<file path="src/rtl/bpc_pkg.sv">
package bpc_pkg;

  localparam int unsigned MS_W      = 16;
  localparam int unsigned ELAPSED_W = 8;
  localparam int unsigned COUNT_W   = 4;
  localparam int unsigned KIND_W    = 2;
  localparam int unsigned CFG_IDX_W = 3;
  localparam int unsigned CFG_DAT_W = 16;

  // register indexes on the config port
  localparam logic [CFG_IDX_W-1:0] REG_LONG_PRESS    = 3'd0;
  localparam logic [CFG_IDX_W-1:0] REG_LONG_MID      = 3'd1;
  localparam logic [CFG_IDX_W-1:0] REG_LONG_MAX      = 3'd2;
  localparam logic [CFG_IDX_W-1:0] REG_REPEAT_WINDOW = 3'd3;
  localparam logic [CFG_IDX_W-1:0] REG_SHORT_MAX     = 3'd4;

  // reset values
  localparam logic [MS_W-1:0]    RST_LONG_PRESS    = 16'd3000;
  localparam logic [MS_W-1:0]    RST_LONG_MID      = 16'd5000;
  localparam logic [MS_W-1:0]    RST_LONG_MAX      = 16'd10000;
  localparam logic [MS_W-1:0]    RST_REPEAT_WINDOW = 16'd500;
  localparam logic [COUNT_W-1:0] RST_SHORT_MAX     = 4'd2;

  // event kinds
  localparam logic [KIND_W-1:0] EV_SHORT  = 2'd0;
  localparam logic [KIND_W-1:0] EV_LONG_1 = 2'd1;
  localparam logic [KIND_W-1:0] EV_LONG_2 = 2'd2;
  localparam logic [KIND_W-1:0] EV_LONG_3 = 2'd3;

  typedef struct packed {
    logic [MS_W-1:0]    long_press_ms;
    logic [MS_W-1:0]    long_mid_ms;
    logic [MS_W-1:0]    long_max_ms;
    logic [MS_W-1:0]    repeat_window_ms;
    logic [COUNT_W-1:0] short_press_max;
  } cfg_t;

  typedef struct packed {
    logic               emit;
    logic [KIND_W-1:0]  event_kind;
    logic [COUNT_W-1:0] press_count;
  } result_t;

endpackage

</file>
<file path="src/rtl/bpc_cfg_regs.sv">
module bpc_cfg_regs (
  input  logic                             clk,
  input  logic                             rst_n,
  input  logic                             cfg_wr_en,
  input  logic [bpc_pkg::CFG_IDX_W-1:0]    cfg_idx,
  input  logic [bpc_pkg::CFG_DAT_W-1:0]    cfg_wr_data,
  output bpc_pkg::cfg_t                    cfg
);

  bpc_pkg::cfg_t cfg_r;

  always_ff @(posedge clk) begin
    if (!rst_n) begin
      cfg_r.long_press_ms    <= bpc_pkg::RST_LONG_PRESS;
      cfg_r.long_mid_ms      <= bpc_pkg::RST_LONG_MID;
      cfg_r.long_max_ms      <= bpc_pkg::RST_LONG_MAX;
      cfg_r.repeat_window_ms <= bpc_pkg::RST_REPEAT_WINDOW;
      cfg_r.short_press_max  <= bpc_pkg::RST_SHORT_MAX;
    end else if (cfg_wr_en) begin
      case (cfg_idx)
        bpc_pkg::REG_LONG_PRESS:    cfg_r.long_press_ms    <= cfg_wr_data;
        bpc_pkg::REG_LONG_MID:      cfg_r.long_mid_ms      <= cfg_wr_data;
        bpc_pkg::REG_LONG_MAX:      cfg_r.long_max_ms      <= cfg_wr_data;
        bpc_pkg::REG_REPEAT_WINDOW: cfg_r.repeat_window_ms <= cfg_wr_data;
        bpc_pkg::REG_SHORT_MAX:
          cfg_r.short_press_max <= cfg_wr_data[bpc_pkg::COUNT_W-1:0];
        default: ;
      endcase
    end
  end

  assign cfg = cfg_r;

endmodule

</file>
<file path="src/rtl/bpc_core.sv">
module bpc_core (
  input  logic                              clk,
  input  logic                              rst_n,
  input  logic                              step_en,
  input  logic                              pin_level,
  input  logic [bpc_pkg::ELAPSED_W-1:0]     elapsed_ms,
  input  bpc_pkg::cfg_t                     cfg,
  output bpc_pkg::result_t                  res
);

  localparam logic [2:0] PH_IDLE     = 3'd0;
  localparam logic [2:0] PH_PRESS_DB = 3'd1;
  localparam logic [2:0] PH_HELD     = 3'd2;
  localparam logic [2:0] PH_REL_DB   = 3'd3;
  localparam logic [2:0] PH_REPEAT   = 3'd4;

  logic [2:0]                  phase_r, phase_nxt;
  logic [bpc_pkg::MS_W-1:0]    since_r, since_nxt;
  logic [bpc_pkg::COUNT_W-1:0] count_r, count_nxt;

  logic                        pressed;
  logic [bpc_pkg::MS_W:0]      sum;
  logic [bpc_pkg::MS_W-1:0]    stamp;
  logic [bpc_pkg::COUNT_W-1:0] count_inc;

  assign pressed   = ~pin_level;
  assign sum       = {1'b0, since_r} + {{(bpc_pkg::MS_W + 1 - bpc_pkg::ELAPSED_W){1'b0}},
                                        elapsed_ms};
  // saturate at full scale
  assign stamp     = sum[bpc_pkg::MS_W] ? {bpc_pkg::MS_W{1'b1}} : sum[bpc_pkg::MS_W-1:0];
  assign count_inc = count_r + 4'd1;

  always_comb begin
    phase_nxt       = phase_r;
    since_nxt       = stamp;
    count_nxt       = count_r;
    res.emit        = 1'b0;
    res.event_kind  = bpc_pkg::EV_SHORT;
    res.press_count = '0;
    case (phase_r)
      PH_IDLE: begin
        if (pressed) begin
          since_nxt = '0;
          phase_nxt = PH_PRESS_DB;
        end
      end
      PH_PRESS_DB: begin
        phase_nxt = pressed ? PH_HELD : PH_IDLE;
      end
      PH_HELD: begin
        if (!pressed) phase_nxt = PH_REL_DB;
      end
      PH_REL_DB: begin
        if (pressed) begin
          phase_nxt = PH_HELD;
        end else begin
          since_nxt = '0;
          if (stamp >= cfg.long_press_ms) begin
            // long press mid-run drops the run silently
            phase_nxt = PH_IDLE;
            count_nxt = '0;
            if (count_r == '0) begin
              res.emit = 1'b1;
              if (stamp >= cfg.long_max_ms)      res.event_kind = bpc_pkg::EV_LONG_3;
              else if (stamp >= cfg.long_mid_ms) res.event_kind = bpc_pkg::EV_LONG_2;
              else                               res.event_kind = bpc_pkg::EV_LONG_1;
            end
          end else if (count_inc >= cfg.short_press_max) begin
            res.emit        = 1'b1;
            res.press_count = count_inc;
            phase_nxt       = PH_IDLE;
            count_nxt       = '0;
          end else begin
            count_nxt = count_inc;
            phase_nxt = PH_REPEAT;
          end
        end
      end
      PH_REPEAT: begin
        if (pressed) begin
          phase_nxt = PH_PRESS_DB;
        end else if (stamp >= cfg.repeat_window_ms) begin
          res.emit        = 1'b1;
          res.press_count = count_r;
          phase_nxt       = PH_IDLE;
          count_nxt       = '0;
          since_nxt       = '0;
        end
      end
      default: begin
        phase_nxt = PH_IDLE;
        count_nxt = '0;
        since_nxt = '0;
      end
    endcase
  end

  always_ff @(posedge clk) begin
    if (!rst_n) begin
      phase_r <= PH_IDLE;
      since_r <= '0;
      count_r <= '0;
    end else if (step_en) begin
      phase_r <= phase_nxt;
      since_r <= since_nxt;
      count_r <= count_nxt;
    end
  end

endmodule

</file>
<file path="src/rtl/button_press_classifier_unit.sv">
// channel | dir | ports                                    | word
// in      | in  | in_valid, in_stall(out)                  | in_pin_level, in_elapsed_ms
// out     | out | out_valid, out_stall(in)                 | out_event_kind, out_press_count
// cfg     | in  | cfg_wr_en, cfg_idx                       | cfg_wr_data
//
// One word per cycle sustained while no held result stalls the output. A word
// lands in the input register, is stepped through the classifier once the output
// register is free, and any result is registered there and raises out_valid.
// rst_n is synchronous; it clears state, valids and config to defaults.
// A stalled output holds the word; the input register keeps accepting until
// it is itself full behind a held result.
module button_press_classifier_unit (
  input  logic                             clk,
  input  logic                             rst_n,
  input  logic                             in_valid,
  output logic                             in_stall,
  input  logic                             in_pin_level,
  input  logic [bpc_pkg::ELAPSED_W-1:0]    in_elapsed_ms,
  output logic                             out_valid,
  input  logic                             out_stall,
  output logic [bpc_pkg::KIND_W-1:0]       out_event_kind,
  output logic [bpc_pkg::COUNT_W-1:0]      out_press_count,
  input  logic                             cfg_wr_en,
  input  logic [bpc_pkg::CFG_IDX_W-1:0]    cfg_idx,
  input  logic [bpc_pkg::CFG_DAT_W-1:0]    cfg_wr_data
);

  bpc_pkg::cfg_t    cfg;
  bpc_pkg::result_t res;

  logic                           s1_valid_r;
  logic                           s1_pin_r;
  logic [bpc_pkg::ELAPSED_W-1:0]  s1_elapsed_r;
  logic                           s1_move;
  logic                           in_accept;
  logic                           out_valid_r, out_valid_nxt;
  logic [bpc_pkg::KIND_W-1:0]     out_kind_r;
  logic [bpc_pkg::COUNT_W-1:0]    out_count_r;

  // stage 1 may step when the output register will be free
  assign s1_move   = s1_valid_r && !(out_valid_r && out_stall);
  assign in_stall  = s1_valid_r && !s1_move;
  assign in_accept = in_valid && !in_stall;

  bpc_cfg_regs u_cfg (
    .clk         (clk),
    .rst_n       (rst_n),
    .cfg_wr_en   (cfg_wr_en),
    .cfg_idx     (cfg_idx),
    .cfg_wr_data (cfg_wr_data),
    .cfg         (cfg)
  );

  bpc_core u_core (
    .clk        (clk),
    .rst_n      (rst_n),
    .step_en    (s1_move),
    .pin_level  (s1_pin_r),
    .elapsed_ms (s1_elapsed_r),
    .cfg        (cfg),
    .res        (res)
  );

  always_comb begin
    if (s1_move && res.emit) out_valid_nxt = 1'b1;
    else                     out_valid_nxt = out_valid_r && out_stall;
  end

  always_ff @(posedge clk) begin
    if (!rst_n) begin
      s1_valid_r  <= 1'b0;
      out_valid_r <= 1'b0;
    end else begin
      s1_valid_r  <= in_accept || (s1_valid_r && !s1_move);
      out_valid_r <= out_valid_nxt;
    end
  end

  always_ff @(posedge clk) begin
    if (in_accept) begin
      s1_pin_r     <= in_pin_level;
      s1_elapsed_r <= in_elapsed_ms;
    end
    if (s1_move && res.emit) begin
      out_kind_r  <= res.event_kind;
      out_count_r <= res.press_count;
    end
  end

  assign out_valid       = out_valid_r;
  assign out_event_kind  = out_kind_r;
  assign out_press_count = out_count_r;

endmodule

</file>
<file path="config.mk">
export PLATFORM = sky130hd
export DESIGN_NAME = button_press_classifier_unit
export DESIGN_NICKNAME = d
export VERILOG_FILES = /design/src/rtl/bpc_pkg.sv /design/src/rtl/bpc_cfg_regs.sv /design/src/rtl/bpc_core.sv /design/src/rtl/button_press_classifier_unit.sv
export SDC_FILE = /design/constraint.sdc
export NUM_CORES = 1
export LEC_CHECK = 0
export BUFFER_PORTS_ARGS = -buffer_cell sky130_fd_sc_hd__buf_2
export CAP_MARGIN = 10
export CORE_ASPECT_RATIO = 1.5
export CORE_UTILIZATION = 51
export CTS_CLUSTER_DIAMETER = 40
export DETAILED_ROUTE_END_ITERATION = 6
export HOLD_SLACK_MARGIN = 0.06
export PLACE_DENSITY = 0.74
export SETUP_SLACK_MARGIN = 0.3
export SYNTH_ARGS = -nofsm -noshare
export SYNTH_HDL_FRONTEND = slang
export SYNTH_SLANG_ARGS = --single-unit
export TNS_END_PERCENT = 20
</file>
<file path="constraint.sdc">
create_clock -name clk -period 12.5 [get_ports clk]
set_clock_uncertainty 0.15 [all_clocks]
set_input_delay 2.5 -clock clk [delete_from_list [all_inputs] [get_ports clk]]
set_output_delay 2.5 -clock clk [all_outputs]
set_load 0.02 [all_outputs]
</file>
# Word-level counts from Yosys, hierarchy flattened
# Cells that the tools add are included.
# W data, S select, Z words.
# word_totals
ff_bits	108
output_inout_bits	8
# op_classes
bitwise_logic	1
reduce_logical	22
order_cmp	5
muxes	37
n_addsub	2
eq_ne	14
# op_table
op	count
$mux W16	5
$ge A16 B16 Y1	4
$pmux W16 S4	1
$mux W4	9
$mux W3	8
$add A16 B8 Y17	1
$pmux W3 S5	1
$eq A3 B2 Y1 const B	4
$pmux W4 S3	1
$reduce_and A2 Y1	5
$mux W2	4
$ne A2 B2 Y1 const B	4
$pmux W4 S2	1
$reduce_and A4 Y1	2
$mux W7	1
$eq A3 B1 Y1 const B	2
$eq A3 B3 Y1 const B	2
$logic_not A3 Y1	2
$logic_and A1 B1 Y1	5
$mux W1	5
$reduce_and A5 Y1	1
$add A4 B1 Y4 const B	1
$ge A4 B4 Y1	1
$logic_not A4 Y1	1
other kinds (8)	10

# Longest topological paths before layout
# logic_depth
word_depth	11
ltp_mapped	18
depth_no_buf	16

# Modules after synthesis
# From an unflattened synthesis, not the netlist that was laid out.
# unflattened
cells_unflattened	717
hier_area_um2	6487.5
# modules_own_cells
mod	area_per_inst_um2	n_inst	cells_per_inst
bpc_core	3281.9	1	432
bpc_cfg_regs	2663.8	1	260
button_press_classifier_unit	541.8	1	25

# Worst setup path after synthesis
# No wires, ideal clock.
# synth_path
kind	input-to-output
start	input out_stall
end	output in_stall
cell_stages	1
t_arrival_ns	2.774
path_slack_ns	7.076
cell_sequence	and3_1
# synth_via
elab_chain_len	5
# synth_lines
element	line_no	text
from (decl)	button_press_classifier_unit.sv:20	input logic out_stall,
$logic_and A1 B1 Y1	button_press_classifier_unit.sv:41	assign s1_move = s1_valid_r && !(out_valid_r && out_stall);
$logic_not A1 Y1	button_press_classifier_unit.sv:41	
$logic_and A1 B1 Y1	button_press_classifier_unit.sv:41	
$logic_not A1 Y1	button_press_classifier_unit.sv:42	assign in_stall = s1_valid_r && !s1_move;
$logic_and A1 B1 Y1	button_press_classifier_unit.sv:42	
to (decl)	button_press_classifier_unit.sv:16	output logic in_stall,
# No other way between the ends.

# Final worst setup path
# Ends and elaborated chain as after synthesis.

==> results.ini <==
[die]
start_util_pct = 52.4
die_width_um = 94.3
placementRows = 50
die_outline_area_um2 = 13200
die_outline_height_um = 140
fp.coreArea_um2 = 12400
io-pin-count = 41

[synth]
sequential_fraction_of_the_synthesis_area_pct = 35.5
synth_cell_type_count = 64
netlist_top_cells_count = nand2_1 (137), dfxtp_1 (93), ha_1 (78)
netlist_instances = 759
top_area_cells_in_the_synthesized_netlist = dfxtp_1 (29%), ha_1 (15%), nand2_1 (7.9%)
synthMostInstantiatedCell = nand2_1
avgSynthCellArea_um2 = 8.59
fraction_of_registers_with_async_set_or_reset_after_synthesis_pct = 0
ys_dominant_reg_cell = dfxtp_1
postSynthRegisterBits = 108
synth_area_um2 = 6520
synth_largest_type_area_fraction_pct = 28.6
ys_warnings = 0
synth.net_count = 871
synth_edf_count = 15
synthDominantAreaCellType = dfxtp_1

[critical_path]
critical_path.max_fanout = 3
cp-end-kind = primary output
cp_cell_sequence = buf_2, and3_1, buf_2
critPathRequiredTime_ns = 9.85
critPathSlowestCell = and3_1
worst_path_class_setup = input port to primary output
worstRegToRegCells = 15
arrival_ns = 2.95
crit_start_category = input port
slowest_delay_ns = 0.18
critical-path-top-cell-by-count = buf_2

[clock_network]
h-tree-depth = 3
tritoncts = built
post_cts.repair.setup_buffers = 0
max-clock-path-buffers = 2
cts-buffers-inserted = 9
cts-root-buf = clkbuf_16
cts.clk_slew.worst_paths_ns = 0.08
worst_skew_pair.late_latency_ns = 0.35
cts_resizes = 0
cts_num_sinks = 108
cts-hold-fix-buffers = 0

[sta]
report.final.slew_viol_count = 0
fin_tns_setup_ns = 0
max_freq_ghz = 0.179
worst_slew_pin_slew_ns = 0.964
report.final.setup_viol = 0
layout_min_cycle_time_ns = 5.60
grt_setup_unrepaired = no
worst_slew_margin_rel_pct = 35.6
post-route-period-util_pct = 44.8
finalHoldViolCount = 0

[drt]
drc_violation_total_after_the_first_tritonroute_iteration = 277
total_routed_wirelength_mm = 16.1
vias = 5356
final_antenna_net_count = 0
route.detailed.wl_per_inst_um = 17.1
drt_pass1_iterations = 5
drcViolationCount = 0
detail_route.vias_per_cell = 5.70

[cells_and_area]
final_layout_size_suffix_gt1_share_pct = 10.5
finish.net_count = 890
area_overhead_of_the_layout_relative_to_synthesis_pct = 8.39
diode_insertion_count_for_antenna_repair = 0
nFillCells = 1155
final_cell_count_no_fill = 939
postLayoutCoreUtil_pct = 56.8

[place]
finalWeightedCongestion = 0.920
place_inst = 923
numPortBuffers = 40
detailedPlacementHpwl_mm = 11.8

[grt]
antenna_found_initial = 0
first_global_vias = 5493
groute.usage.overall_pct = 25.6
grt_overflow = 0
grt_max_degree = 100
global_route_wire_length_before_repair_mm = 26.2

[power_and_ir_drop]
power-per-cell-area_nw_per_um2 = 108
p_leak_uw = 0.00304
ir_drop_uv = 53.8
post-layout-total-power_uw = 766

[min_path]
holdPathStages = 2
hold_path.class = flip-flop to flip-flop

[status]
run_status = complete, no violations

[run]
maxCapViolations = 0

-- flip-flops by register name (all words and copies together) (netlist names) --
register         cells
u_cfg.cfg           68
u_core.since_r      16
out_valid            1
u_core.phase_r       3
out_press_count      4
s1_pin_r             1
s1_valid_r           1
s1_elapsed_r         8
u_core.count_r       4
out_event_kind       2
-- metal layers --
layer / vias to the layer above / global-route usage, % / routed length, um
met5: - / 0 / 0
met4: 0 / 12.2 / 563
met3: 36 / 3.26 / 406
met2: 110 / 45.3 / 8370
met1: 2532 / 30.0 / 6760
li1: 2678 / - / -
-- where the power goes --
group	switching, uW	leakage [uW]	internal (uW)
combinational	65.5	0.00201	41.8
clock	136	0.000137	157
sequential	5.32	0.000888	361
total	207	0.00304	559
-- final cells by class --
type,count,area (um2),area share [%]
timing repair buffer,41,208,2.94
clock buffer,9,225,3.19
inverter,72,270,3.83
tap,156,195,2.76
sequential,108,2310,32.7
multi-input combinational,546,3780,53.5
clock inverter,7,76.3,1.08
-- cell families after synthesis --
family | synth area share, %
flops | 35.5
xor+xnor | 0.806
simple gates | 18.6
mux | 1.21
buf+inv | 6.64
compound gates | 22.0
fa+ha+maj | 15.3
-- cells in the final DEF (no fill, tap or decap), types with 4 or more instances in the layout --
cell / count
dfxtp_1: 93
xor2_1: 4
a211oi_1: 5
ha_1: 78
a21o_1: 16
or2_2: 4
nor3_1: 6
nor2_1: 23
o211ai_1: 25
inv_1: 72
nand2b_1: 11
a21oi_1: 27
and3_1: 10
buf_2: 40
a21boi_0: 46
a41o_1: 5
edfxtp_1: 15
and2_1: 9
nand3_1: 17
nand4_1: 11
clkbuf_16: 9
a2111oi_0: 4
nor2b_1: 9
o21ai_0: 28
nand2_1: 137
o21a_1: 15
-- through the flow --
stage / hold WS (ns) / worst slack (ns) / instance area [um2]
after global placement: 0.293 / 6.93 / 6760
after global routing: 0.330 / 6.87 / 7070
after CTS: 0.312 / 6.90 / 7070
after detailed placement: 0.301 / 6.90 / 6760
final: 0.315 / 6.90 / 7070
after floorplan: 0.284 / 7.08 / 6520
-- path summary, 6_finish.rpt --
path | from | end | slack [ns]
worst min register to register | u_core.since_r[2] | u_core.since_r[2] | 0.32
worst min-delay path | u_core.since_r[2] | u_core.since_r[2] | 0.32
worst max-delay path | out_stall | in_stall | 6.90
worst max register to register | s1_elapsed_r[0] | out_press_count[3] | 7.37
-- worst max-delay path: cells and delay by family --
family,cells,cell delay (ns)
buf+inv,2,0.27
simple gates,1,0.18
Note: power is estimated with default switching activity, not from simulation.
